$ cat config.mk
export PLATFORM = sky130hd
export DESIGN_NAME = interval_period_estimator_core
export DESIGN_NICKNAME = d
export VERILOG_FILES = /design/src/rtl/core/ipe_pkg.sv /design/src/rtl/core/ipe_front.sv /design/src/rtl/core/ipe_queue.sv /design/src/rtl/core/ipe_back.sv /design/src/rtl/core/interval_period_estimator_core.sv
export VERILOG_INCLUDE_DIRS = /design/src /design/src/rtl/core
export SDC_FILE = /design/constraint.sdc
export NUM_CORES = 2
export LEC_CHECK = 0
export BUFFER_PORTS_ARGS = -buffer_cell sky130_fd_sc_hd__clkbuf_2
export CORE_ASPECT_RATIO = 1.5
export CORE_MARGIN = 3
export CORE_UTILIZATION = 40
export DETAILED_ROUTE_END_ITERATION = 12
export PLACE_DENSITY = 0.6
export SYNTH_ARGS = -nofsm -noshare
export SYNTH_HDL_FRONTEND = slang
export SYNTH_SLANG_ARGS = --single-unit
$ cat constraint.sdc
create_clock -name clk -period 11.08 [get_ports clk]
set_input_delay 0 -clock clk [delete_from_list [all_inputs] [get_ports clk]]
set_output_delay 0 -clock clk [all_outputs]
set_load 0.03 [all_outputs]
$ cat src/rtl/core/interval_period_estimator_core_assert.svh
// Assertion macros for the period estimator core; expect clk and arst_n in scope.
`ifndef INTERVAL_PERIOD_ESTIMATOR_CORE_ASSERT_SVH
`define INTERVAL_PERIOD_ESTIMATOR_CORE_ASSERT_SVH

// same-cycle implication
`define IPE_ASSERT_IMPLIES(label, ante, cons, msg) \
	label: assert property (@(posedge clk) disable iff (!arst_n) (ante) |-> (cons)) \
	else $error(msg);

// next-cycle implication
`define IPE_ASSERT_NEXT(label, ante, cons, msg) \
	label: assert property (@(posedge clk) disable iff (!arst_n) (ante) |=> (cons)) \
	else $error(msg);

`endif

$ cat src/rtl/core/ipe_pkg.sv
package ipe_pkg;

	localparam int INTERVAL_W   = 24;
	localparam int TOLERANCE_W  = 16;
	localparam int MIN_START_W  = 23;
	localparam int CFG_DATA_W   = 23;
	localparam int CFG_INDEX_W  = 1;
	localparam int COUNT_OUT_W  = 7;
	localparam int SUM_W        = 32;
	localparam int RECIP_W      = 28;
	localparam int RECIP_SHIFT  = 27;
	localparam int QUEUE_DEPTH  = 4;

	localparam int NUM_INTERVALS_DEF = 16;
	localparam int MAX_DIVISOR_DEF   = 5;

	localparam logic [CFG_INDEX_W-1:0] CFG_TOLERANCE = 1'd0;
	localparam logic [CFG_INDEX_W-1:0] CFG_MIN_START = 1'd1;

	localparam logic [TOLERANCE_W-1:0] TOLERANCE_RST = 16'd6554;
	localparam logic [MIN_START_W-1:0] MIN_START_RST = 23'd6553600;

	typedef struct packed {
		logic signed [INTERVAL_W-1:0] interval;
		logic signed [INTERVAL_W-1:0] minimum;
		logic                         wr;
		logic                         last;
	} entry_t;

	typedef struct packed {
		logic full;
		logic empty;
	} qstat_t;

	// floor(2^27 / d) + 1: exact floor division of a 24-bit magnitude by d
	function automatic logic [RECIP_W-1:0] recip(input logic [3:0] d);
		logic [RECIP_W-1:0] r;
		case (d)
			4'd1: r = 28'd134217729;
			4'd2: r = 28'd67108865;
			4'd3: r = 28'd44739243;
			4'd4: r = 28'd33554433;
			4'd5: r = 28'd26843546;
			4'd6: r = 28'd22369622;
			4'd7: r = 28'd19173962;
			4'd8: r = 28'd16777217;
			default: r = '0;
		endcase
		return r;
	endfunction

endpackage

$ cat src/rtl/core/ipe_front.sv
module ipe_front #(
	parameter int NUM_INTERVALS = ipe_pkg::NUM_INTERVALS_DEF
) (
	input  logic                                   clk,
	input  logic                                   arst_n,
	input  logic signed [ipe_pkg::INTERVAL_W-1:0]  interval,
	input  logic                                   last,
	input  logic                                   item_valid,
	output logic                                   item_stall,
	input  logic [ipe_pkg::MIN_START_W-1:0]        minimum_start,
	input  ipe_pkg::qstat_t                        q_stat,
	output logic                                   q_push,
	output ipe_pkg::entry_t                        q_entry
);
	import ipe_pkg::*;

	localparam int NW = $clog2(NUM_INTERVALS + 1);

	logic [NW-1:0]                load_q;
	logic signed [INTERVAL_W-1:0] rmin_q;
	logic                         wr_c;
	logic signed [INTERVAL_W-1:0] new_min_c;

	assign wr_c = load_q < NW'(NUM_INTERVALS);

	always_comb begin
		if (load_q == '0) begin
			new_min_c = $signed({1'b0, minimum_start});
		end else if (interval < rmin_q) begin
			new_min_c = interval;
		end else begin
			new_min_c = rmin_q;
		end
	end

	assign item_stall        = q_stat.full;
	assign q_push            = item_valid && !q_stat.full;
	assign q_entry.interval  = interval;
	assign q_entry.minimum   = wr_c ? new_min_c : rmin_q;
	assign q_entry.wr        = wr_c;
	assign q_entry.last      = last;

	always_ff @(posedge clk or negedge arst_n) begin
		if (!arst_n) begin
			load_q <= '0;
			rmin_q <= '0;
		end else if (q_push) begin
			if (last) begin
				load_q <= '0;
			end else if (wr_c) begin
				load_q <= load_q + 1'b1;
			end
			if (wr_c) begin
				rmin_q <= new_min_c;
			end
		end
	end

endmodule

$ cat src/rtl/core/ipe_queue.sv
module ipe_queue (
	input  logic            clk,
	input  logic            arst_n,
	input  logic            push,
	input  ipe_pkg::entry_t wr_entry,
	input  logic            pop,
	output ipe_pkg::entry_t rd_entry,
	output ipe_pkg::qstat_t stat
);
	import ipe_pkg::*;

	localparam int PW = $clog2(QUEUE_DEPTH);
	localparam int FW = $clog2(QUEUE_DEPTH + 1);

	entry_t        slots_q [QUEUE_DEPTH];
	logic [PW-1:0] wr_ptr_q;
	logic [PW-1:0] rd_ptr_q;
	logic [FW-1:0] fill_q;

	assign stat.full  = fill_q == FW'(QUEUE_DEPTH);
	assign stat.empty = fill_q == '0;
	assign rd_entry   = slots_q[rd_ptr_q];

	always_ff @(posedge clk) begin
		if (push) begin
			slots_q[wr_ptr_q] <= wr_entry;
		end
	end

	always_ff @(posedge clk or negedge arst_n) begin
		if (!arst_n) begin
			wr_ptr_q <= '0;
			rd_ptr_q <= '0;
			fill_q   <= '0;
		end else begin
			if (push) begin
				wr_ptr_q <= (wr_ptr_q == PW'(QUEUE_DEPTH - 1)) ? '0 : wr_ptr_q + 1'b1;
			end
			if (pop) begin
				rd_ptr_q <= (rd_ptr_q == PW'(QUEUE_DEPTH - 1)) ? '0 : rd_ptr_q + 1'b1;
			end
			if (push && !pop) begin
				fill_q <= fill_q + 1'b1;
			end else if (pop && !push) begin
				fill_q <= fill_q - 1'b1;
			end
		end
	end

endmodule

$ cat src/rtl/core/ipe_back.sv
module ipe_back #(
	parameter int NUM_INTERVALS = ipe_pkg::NUM_INTERVALS_DEF,
	parameter int MAX_DIVISOR   = ipe_pkg::MAX_DIVISOR_DEF
) (
	input  logic                                   clk,
	input  logic                                   arst_n,
	input  ipe_pkg::entry_t                        q_entry,
	input  ipe_pkg::qstat_t                        q_stat,
	output logic                                   q_pop,
	input  logic [ipe_pkg::TOLERANCE_W-1:0]        tolerance,
	output logic signed [ipe_pkg::INTERVAL_W-1:0]  period,
	output logic [ipe_pkg::COUNT_OUT_W-1:0]        match_count,
	output logic                                   no_match,
	output logic                                   result_valid,
	input  logic                                   result_stall
);
	import ipe_pkg::*;

	localparam int AW    = $clog2(NUM_INTERVALS);
	localparam int NW    = $clog2(NUM_INTERVALS + 1);
	localparam int XW    = $clog2(MAX_DIVISOR + 1);
	localparam int MXW   = INTERVAL_W + XW;
	localparam int CNTW  = $clog2((NUM_INTERVALS - 1) * MAX_DIVISOR + 1);
	localparam int CW7   = (CNTW > COUNT_OUT_W) ? CNTW : COUNT_OUT_W;
	localparam int DSW   = $clog2(SUM_W);
	localparam int PW    = INTERVAL_W + RECIP_W;

	localparam logic signed [SUM_W:0] SatHi = 33'sd8388607;
	localparam logic signed [SUM_W:0] SatLo = -33'sd8388608;

	localparam logic [2:0] ST_IDLE  = 3'd0;
	localparam logic [2:0] ST_READ  = 3'd1;
	localparam logic [2:0] ST_PAIR  = 3'd2;
	localparam logic [2:0] ST_DRAIN = 3'd3;
	localparam logic [2:0] ST_DIV   = 3'd4;
	localparam logic [2:0] ST_DONE  = 3'd5;

	logic [2:0]                   state_q;
	logic [NW-1:0]                wcnt_q;
	logic [NW-1:0]                n_q;
	logic [NW-1:0]                i_q;
	logic [XW-1:0]                x_q;
	logic signed [INTERVAL_W-1:0] m_q;
	logic signed [MXW-1:0]        mx_q;
	logic [SUM_W-1:0]             sum_q;
	logic [CNTW-1:0]              cnt_q;
	logic [SUM_W-1:0]             dq_q;
	logic [CNTW:0]                rem_q;
	logic [DSW-1:0]               dstep_q;
	logic                         dneg_q;
	logic                         result_valid_q;
	logic signed [INTERVAL_W-1:0] period_q;
	logic [COUNT_OUT_W-1:0]       match_count_q;
	logic                         no_match_q;

	logic signed [INTERVAL_W-1:0] store_q [NUM_INTERVALS];
	logic signed [INTERVAL_W-1:0] rd_q;

	// pair test pipeline
	logic                         v_s1;
	logic [MXW:0]                 absdiff_s1;
	logic signed [MXW+16:0]       rhs_s1;
	logic [INTERVAL_W-1:0]        qmag_s1;
	logic                         qneg_s1;
	logic                         v_s2;
	logic [INTERVAL_W-1:0]        quot_s2;

	logic                         issue_c;
	logic signed [MXW-1:0]        m_ext_c;
	logic [MXW:0]                 diff_c;
	logic [MXW:0]                 absdiff_c;
	logic signed [MXW+16:0]       rhs_c;
	logic [INTERVAL_W-1:0]        vabs_c;
	logic [PW-1:0]                prod_c;
	logic signed [MXW+17:0]       lhs_cmp_c;
	logic signed [MXW+17:0]       rhs_cmp_c;
	logic                         match_c;
	logic [NW-1:0]                n_next_c;
	logic [CNTW:0]                rem_sh_c;
	logic                         ge_c;
	logic [SUM_W:0]               qmag33_c;
	logic signed [SUM_W:0]        qs_c;
	logic signed [INTERVAL_W-1:0] mean_c;
	logic [CW7-1:0]               cnt_ext_c;
	logic                         out_free_c;

	assign q_pop      = (state_q == ST_IDLE) && !q_stat.empty;
	assign issue_c    = state_q == ST_PAIR;
	assign n_next_c   = wcnt_q + NW'(q_entry.wr);
	assign out_free_c = !result_valid_q || !result_stall;

	assign m_ext_c   = {{XW{m_q[INTERVAL_W-1]}}, m_q};
	assign diff_c    = {{(XW + 1){rd_q[INTERVAL_W-1]}}, rd_q} - {mx_q[MXW-1], mx_q};
	assign absdiff_c = diff_c[MXW] ? (~diff_c + 1'b1) : diff_c;
	assign rhs_c     = $signed({1'b0, tolerance}) * mx_q;
	assign vabs_c    = rd_q[INTERVAL_W-1] ? (~rd_q + 1'b1) : rd_q;
	assign prod_c    = vabs_c * recip(4'(x_q));

	assign lhs_cmp_c = $signed({1'b0, absdiff_s1, 16'b0});
	assign rhs_cmp_c = {rhs_s1[MXW+16], rhs_s1};

	always_comb begin
		if (m_q[INTERVAL_W-1]) begin
			match_c = lhs_cmp_c > rhs_cmp_c;
		end else if (m_q != '0) begin
			match_c = lhs_cmp_c < rhs_cmp_c;
		end else begin
			match_c = 1'b0;
		end
	end

	assign rem_sh_c = {rem_q[CNTW-1:0], dq_q[SUM_W-1]};
	assign ge_c     = rem_sh_c >= {1'b0, cnt_q};

	assign qmag33_c  = {1'b0, dq_q};
	assign qs_c      = dneg_q ? $signed(~qmag33_c + 1'b1) : $signed(qmag33_c);
	assign cnt_ext_c = CW7'(cnt_q);

	always_comb begin
		if (qs_c > SatHi) begin
			mean_c = SatHi[INTERVAL_W-1:0];
		end else if (qs_c < SatLo) begin
			mean_c = SatLo[INTERVAL_W-1:0];
		end else begin
			mean_c = qs_c[INTERVAL_W-1:0];
		end
	end

	always_ff @(posedge clk) begin
		if (q_pop && q_entry.wr) begin
			store_q[wcnt_q[AW-1:0]] <= q_entry.interval;
		end
		rd_q <= store_q[i_q[AW-1:0]];
	end

	always_ff @(posedge clk) begin
		absdiff_s1 <= absdiff_c;
		rhs_s1     <= rhs_c;
		qmag_s1    <= prod_c[RECIP_SHIFT +: INTERVAL_W];
		qneg_s1    <= rd_q[INTERVAL_W-1];
		quot_s2    <= qneg_s1 ? (~qmag_s1 + 1'b1) : qmag_s1;
	end

	always_ff @(posedge clk or negedge arst_n) begin
		if (!arst_n) begin
			state_q        <= ST_IDLE;
			wcnt_q         <= '0;
			n_q            <= '0;
			i_q            <= '0;
			x_q            <= '0;
			m_q            <= '0;
			mx_q           <= '0;
			sum_q          <= '0;
			cnt_q          <= '0;
			dq_q           <= '0;
			rem_q          <= '0;
			dstep_q        <= '0;
			dneg_q         <= 1'b0;
			v_s1           <= 1'b0;
			v_s2           <= 1'b0;
			result_valid_q <= 1'b0;
			period_q       <= '0;
			match_count_q  <= '0;
			no_match_q     <= 1'b0;
		end else begin
			v_s1 <= issue_c;
			v_s2 <= v_s1 && match_c;
			if (v_s2) begin
				sum_q <= sum_q + {{(SUM_W - INTERVAL_W){quot_s2[INTERVAL_W-1]}}, quot_s2};
				cnt_q <= cnt_q + 1'b1;
			end
			if (result_valid_q && !result_stall && state_q != ST_DONE) begin
				result_valid_q <= 1'b0;
			end

			case (state_q)
				ST_IDLE: begin
					if (q_pop) begin
						if (q_entry.last) begin
							wcnt_q  <= '0;
							n_q     <= n_next_c;
							m_q     <= q_entry.minimum;
							i_q     <= NW'(1);
							sum_q   <= '0;
							cnt_q   <= '0;
							state_q <= (n_next_c > NW'(1)) ? ST_READ : ST_DRAIN;
						end else if (q_entry.wr) begin
							wcnt_q <= wcnt_q + 1'b1;
						end
					end
				end
				ST_READ: begin
					x_q     <= XW'(1);
					mx_q    <= m_ext_c;
					state_q <= ST_PAIR;
				end
				ST_PAIR: begin
					if (x_q == XW'(MAX_DIVISOR)) begin
						i_q     <= i_q + 1'b1;
						state_q <= ((i_q + 1'b1) == n_q) ? ST_DRAIN : ST_READ;
					end else begin
						x_q  <= x_q + 1'b1;
						mx_q <= mx_q + m_ext_c;
					end
				end
				ST_DRAIN: begin
					if (!v_s1 && !v_s2) begin
						if (cnt_q == '0) begin
							state_q <= ST_DONE;
						end else begin
							dq_q    <= sum_q[SUM_W-1] ? (~sum_q + 1'b1) : sum_q;
							dneg_q  <= sum_q[SUM_W-1];
							rem_q   <= '0;
							dstep_q <= '0;
							state_q <= ST_DIV;
						end
					end
				end
				ST_DIV: begin
					rem_q   <= ge_c ? (rem_sh_c - {1'b0, cnt_q}) : rem_sh_c;
					dq_q    <= {dq_q[SUM_W-2:0], ge_c};
					dstep_q <= dstep_q + 1'b1;
					if (dstep_q == DSW'(SUM_W - 1)) begin
						state_q <= ST_DONE;
					end
				end
				ST_DONE: begin
					if (out_free_c) begin
						result_valid_q <= 1'b1;
						if (cnt_q == '0) begin
							period_q      <= '0;
							match_count_q <= '0;
							no_match_q    <= 1'b1;
						end else begin
							period_q      <= mean_c;
							match_count_q <= (cnt_ext_c > CW7'(127)) ? 7'd127 :
								cnt_ext_c[COUNT_OUT_W-1:0];
							no_match_q    <= 1'b0;
						end
						state_q <= ST_IDLE;
					end
				end
				default: begin
					state_q <= ST_IDLE;
				end
			endcase
		end
	end

	assign result_valid = result_valid_q;
	assign period       = period_q;
	assign match_count  = match_count_q;
	assign no_match     = no_match_q;

endmodule

$ cat src/rtl/core/interval_period_estimator_core.sv
// channel  dir  handshake                    payload
// item     in   item_valid / item_stall      interval, last
// result   out  result_valid / result_stall  period, match_count, no_match
// config   in   cfg_we                       cfg_index, cfg_data
//
// Plain items go from the front into the queue; the 4-deep queue
// absorbs bursts, so item_stall rises only when it is full.
// A last item with n stored intervals occupies the back for (n-1)*MAX_DIVISOR pair tests,
// one pair test per cycle within a sweep, then a 32-step serial divider if any matched.
// Reset is asynchronous and clears control state; the interval store needs no clearing.
// A result waits in the output register while result_stall is high.
`include "interval_period_estimator_core_assert.svh"

module interval_period_estimator_core #(
	parameter int NUM_INTERVALS = ipe_pkg::NUM_INTERVALS_DEF,
	parameter int MAX_DIVISOR   = ipe_pkg::MAX_DIVISOR_DEF
) (
	input  logic                                   clk,
	input  logic                                   arst_n,
	input  logic                                   item_valid,
	output logic                                   item_stall,
	input  logic signed [ipe_pkg::INTERVAL_W-1:0]  interval,
	input  logic                                   last,
	output logic                                   result_valid,
	input  logic                                   result_stall,
	output logic signed [ipe_pkg::INTERVAL_W-1:0]  period,
	output logic [ipe_pkg::COUNT_OUT_W-1:0]        match_count,
	output logic                                   no_match,
	input  logic                                   cfg_we,
	input  logic [ipe_pkg::CFG_INDEX_W-1:0]        cfg_index,
	input  logic [ipe_pkg::CFG_DATA_W-1:0]         cfg_data
);
	import ipe_pkg::*;

	logic [TOLERANCE_W-1:0] tolerance_q;
	logic [MIN_START_W-1:0] minimum_start_q;
	qstat_t                 q_stat;
	entry_t                 push_entry;
	entry_t                 head_entry;
	logic                   q_push;
	logic                   q_pop;

	always_ff @(posedge clk or negedge arst_n) begin
		if (!arst_n) begin
			tolerance_q     <= TOLERANCE_RST;
			minimum_start_q <= MIN_START_RST;
		end else if (cfg_we) begin
			if (cfg_index == CFG_TOLERANCE) begin
				tolerance_q <= cfg_data[TOLERANCE_W-1:0];
			end else if (cfg_index == CFG_MIN_START) begin
				minimum_start_q <= cfg_data[MIN_START_W-1:0];
			end
		end
	end

	ipe_front #(
		.NUM_INTERVALS(NUM_INTERVALS)
	) u_front (
		.clk          (clk),
		.arst_n       (arst_n),
		.interval     (interval),
		.last         (last),
		.item_valid   (item_valid),
		.item_stall   (item_stall),
		.minimum_start(minimum_start_q),
		.q_stat       (q_stat),
		.q_push       (q_push),
		.q_entry      (push_entry)
	);

	ipe_queue u_queue (
		.clk     (clk),
		.arst_n  (arst_n),
		.push    (q_push),
		.wr_entry(push_entry),
		.pop     (q_pop),
		.rd_entry(head_entry),
		.stat    (q_stat)
	);

	ipe_back #(
		.NUM_INTERVALS(NUM_INTERVALS),
		.MAX_DIVISOR  (MAX_DIVISOR)
	) u_back (
		.clk         (clk),
		.arst_n      (arst_n),
		.q_entry     (head_entry),
		.q_stat      (q_stat),
		.q_pop       (q_pop),
		.tolerance   (tolerance_q),
		.period      (period),
		.match_count (match_count),
		.no_match    (no_match),
		.result_valid(result_valid),
		.result_stall(result_stall)
	);

	`IPE_ASSERT_IMPLIES(a_pop_not_empty, q_pop, !q_stat.empty, "pop from empty queue")
	`IPE_ASSERT_NEXT(a_push_fills, q_push && !q_pop, !q_stat.empty, "queue empty after push")
	`IPE_ASSERT_IMPLIES(a_no_match_zero, result_valid && no_match, period == '0 && match_count == '0, "no_match with nonzero result")
	`IPE_ASSERT_IMPLIES(a_match_counted, result_valid && !no_match, match_count != '0, "match result with zero count")

endmodule
==> qor.yml <==
min_period_ps: 9900
die_width_um: 365
synth-edff-count: 584
die_area_sq_mm: 0.199
syn_avg_cell_area_sq_um: 11.2
path_class: "register to register"
dr_total_vias: 51700
nNetsFinal: 8399
min_from: "cfg_data[10]"
slowest_delay_ps: 620
synthCells: 6922
clk_pin_slew_ps: 60
synth_area_leaders: "fa_1, edfxtp_1, dfrtp_1"
path_common_cell: "fa_1"
cts_made_buffers: 100
r2r_slack_ps: 1180
cts_tree: "yes"
synth-warning-count: 0
hold_violations: 0
crit_slowest_cell: "xor2_1"
drc: 0
route.met2.wl_um: 119000
synth.distinct_cells: 103
startpoint: "u_back.rd_q[3]"
slew_viol_final: 0
slew_headroom: 0.188
path_max_fanout: 8
hold_class: "primary input to register"
critPathArrivalTime_ps: 10550
syn_to_final_growth_pct: 9.73
whs_path_depth: 3
grt_remaining_overflow: 0
antenna_found_initial: 2
synth-seq-area-share: 0.351
fmax_mhz: 101
numClockSinks: 995
r2r_start: "u_back.rd_q[3]"
post_cts_resized: 0
globalplace.congestion: 0.955
drtIter0Drc: 3413
port_buffers: 87
async_reset_ff_frac: 0.267
status: "finished, final reports clean"
synthFlopType: "edfxtp_1"
clkLatencyLatePin_ps: 780
num_io_pins: 88
reg2reg_to: "u_back.qmag_s1[20]"
clockBufferDepth: 3
coreArea_sq_mm: 0.192
setup_viol: 0
worstMarginPinSlew_ps: 1210
reg2reg_depth: 30
vias_per_cell: 5.39
drive_above_1_share: 0.0956
worstHoldEndpoint: "minimum_start_q[10]"
met1_length_um: 80600
skew_ps: 97.4
wl_met3_um: 9770
yosys.area.top_type: "fa_1"
synth_seq_cells: 995
post-synth-top-area-fraction: 0.231
synth.most_common_cell: "inv_1"
dr.pass1.iters: 5
filler_cell_count: 18000
start_util: 0.402
grt_first_pass_wirelength_um: 341000
finalCritPeriodShare: 0.893
wl_per_cell_um: 23.5
synth_common_cells: "inv_1, fa_1, nand2_1, edfxtp_1, ha_1"
crit_path_end_kind: "register"
row_count: 197
ant_nets: 0
track_usage: 0.230
grt_pass1_vias: 55700
grt_max_degree: 103
rsz0062_at_grt: "no"
worstSetupStartpointType: "register"
maxCapViolCount: 0
wl_um: 225000
post-dp-hpwl_um: 172000
cts_max_level: 3
syn_nets: 8319
maxUsedRoutingLayer: "met5"
cp.required_ps: 11730
die_height_um: 545
setup_tns_ps: 0
cts-root-buf: "clkbuf_16"
netlist_area_sq_mm: 0.0773
==> through the flow <==
step	cells	hold WS (ps)	util	area, sq um	worst slack (ps)
final	9580	68.7	0.441	84900	1180
after global routing	9578	48.4	0.441	84900	727
after CTS	9577	1.83	0.441	84900	1190
after detailed placement	9324	110	0.420	80800	1090
after global placement	9324	101	0.420	80800	1220
after floorplan	6922	-296	-	77300	2610
==> cells by family after synthesis <==
logic type,count (synthesis),synth area share
adder cells (fa/ha/maj),1343,0.304
buffers and inverters,1460,0.0715
multiplexers,244,0.0598
AO/OA/AOI/OAI,884,0.0776
XOR/XNOR,304,0.0344
flip-flops,995,0.351
AND/OR/NAND/NOR,1692,0.102
==> routing by layer <==
layer	global-route usage	vias to the layer above
met4	0.134	2
met2	0.424	1420
met3	0.0268	492
met5	0	-
met1	0.254	26700
li1	-	23100
==> worst max path at each step <==
stage,slack (ps),to,depth (start not counted)
global placement,1220,u_back.qmag_s1[21],30
CTS,1190,u_back.qmag_s1[21],30
detailed placement,1090,u_back.qmag_s1[21],30
global route,730,u_back.qmag_s1[20],30
finish,1180,u_back.qmag_s1[20],30
floorplan,2610,u_back.qmag_s1[21],29
==> what timing repair did <==
action,CTS,global route
setup endpoints to repair,0,0
setup buffers,0,0
endpoints found under the hold margin,357,0
hold buffers,63,0
==> layout make-up <==
type                            count  area [sq um]  share of cell area
Timing Repair Buffer              247          1820              0.0215
Inverter                         1191          4470              0.0527
Multi-Input combinational cell   4467         44900               0.529
Clock buffer                      129          2720              0.0320
Antenna cell                        3          7.51           0.0000885
Sequential cell                   995         27100               0.320
Tap cell                         2487          3110              0.0367
Clock inverter                     61           727             0.00857
==> worst max-delay path, delay by kind of cell (launching register included) <==
| family | cells | cell delay, ps |
|---|---|---|
| adders and majority gates | 8 | 4080 |
| and+or+nand+nor | 12 | 3060 |
| AOI/OAI and AO/OA | 5 | 1300 |
| xor gates and xnor gates | 2 | 810 |
| DFF | 1 | 380 |
| buffers and inverters | 3 | 210 |
==> flip-flops by register name, summed over array words and instances, names as in the netlist, 27 cells and up <==
| name | count |
|---|---|
| u_back.dq_q | 32 |
| u_back.store_q | 384 |
| u_queue.slots_q | 200 |
| u_back.absdiff_s1 | 28 |
| u_back.sum_q | 32 |
| u_back.mx_q | 27 |
| u_back.rhs_s1 | 44 |
==> placed cells by master, fill, tap and decap left out, types with 86 or more instances in the layout <==
cell type and instances:
inv_1 1189, fa_1 891, nand2_1 706, edfxtp_1 584, ha_1 452, nor2_1 374
dfrtp_1 250, o21ai_0 193, a21oi_1 182, and2_1 180, xnor2_1 175, mux4_2 170
dfxtp_1 145, xor2_1 129, clkbuf_16 100, buf_4 97, a21o_1 96, clkbuf_2 86
Power is left out: the tool's default activity adds up to more than one toggle a clock period on the data nets, which glitch-free logic cannot reach.
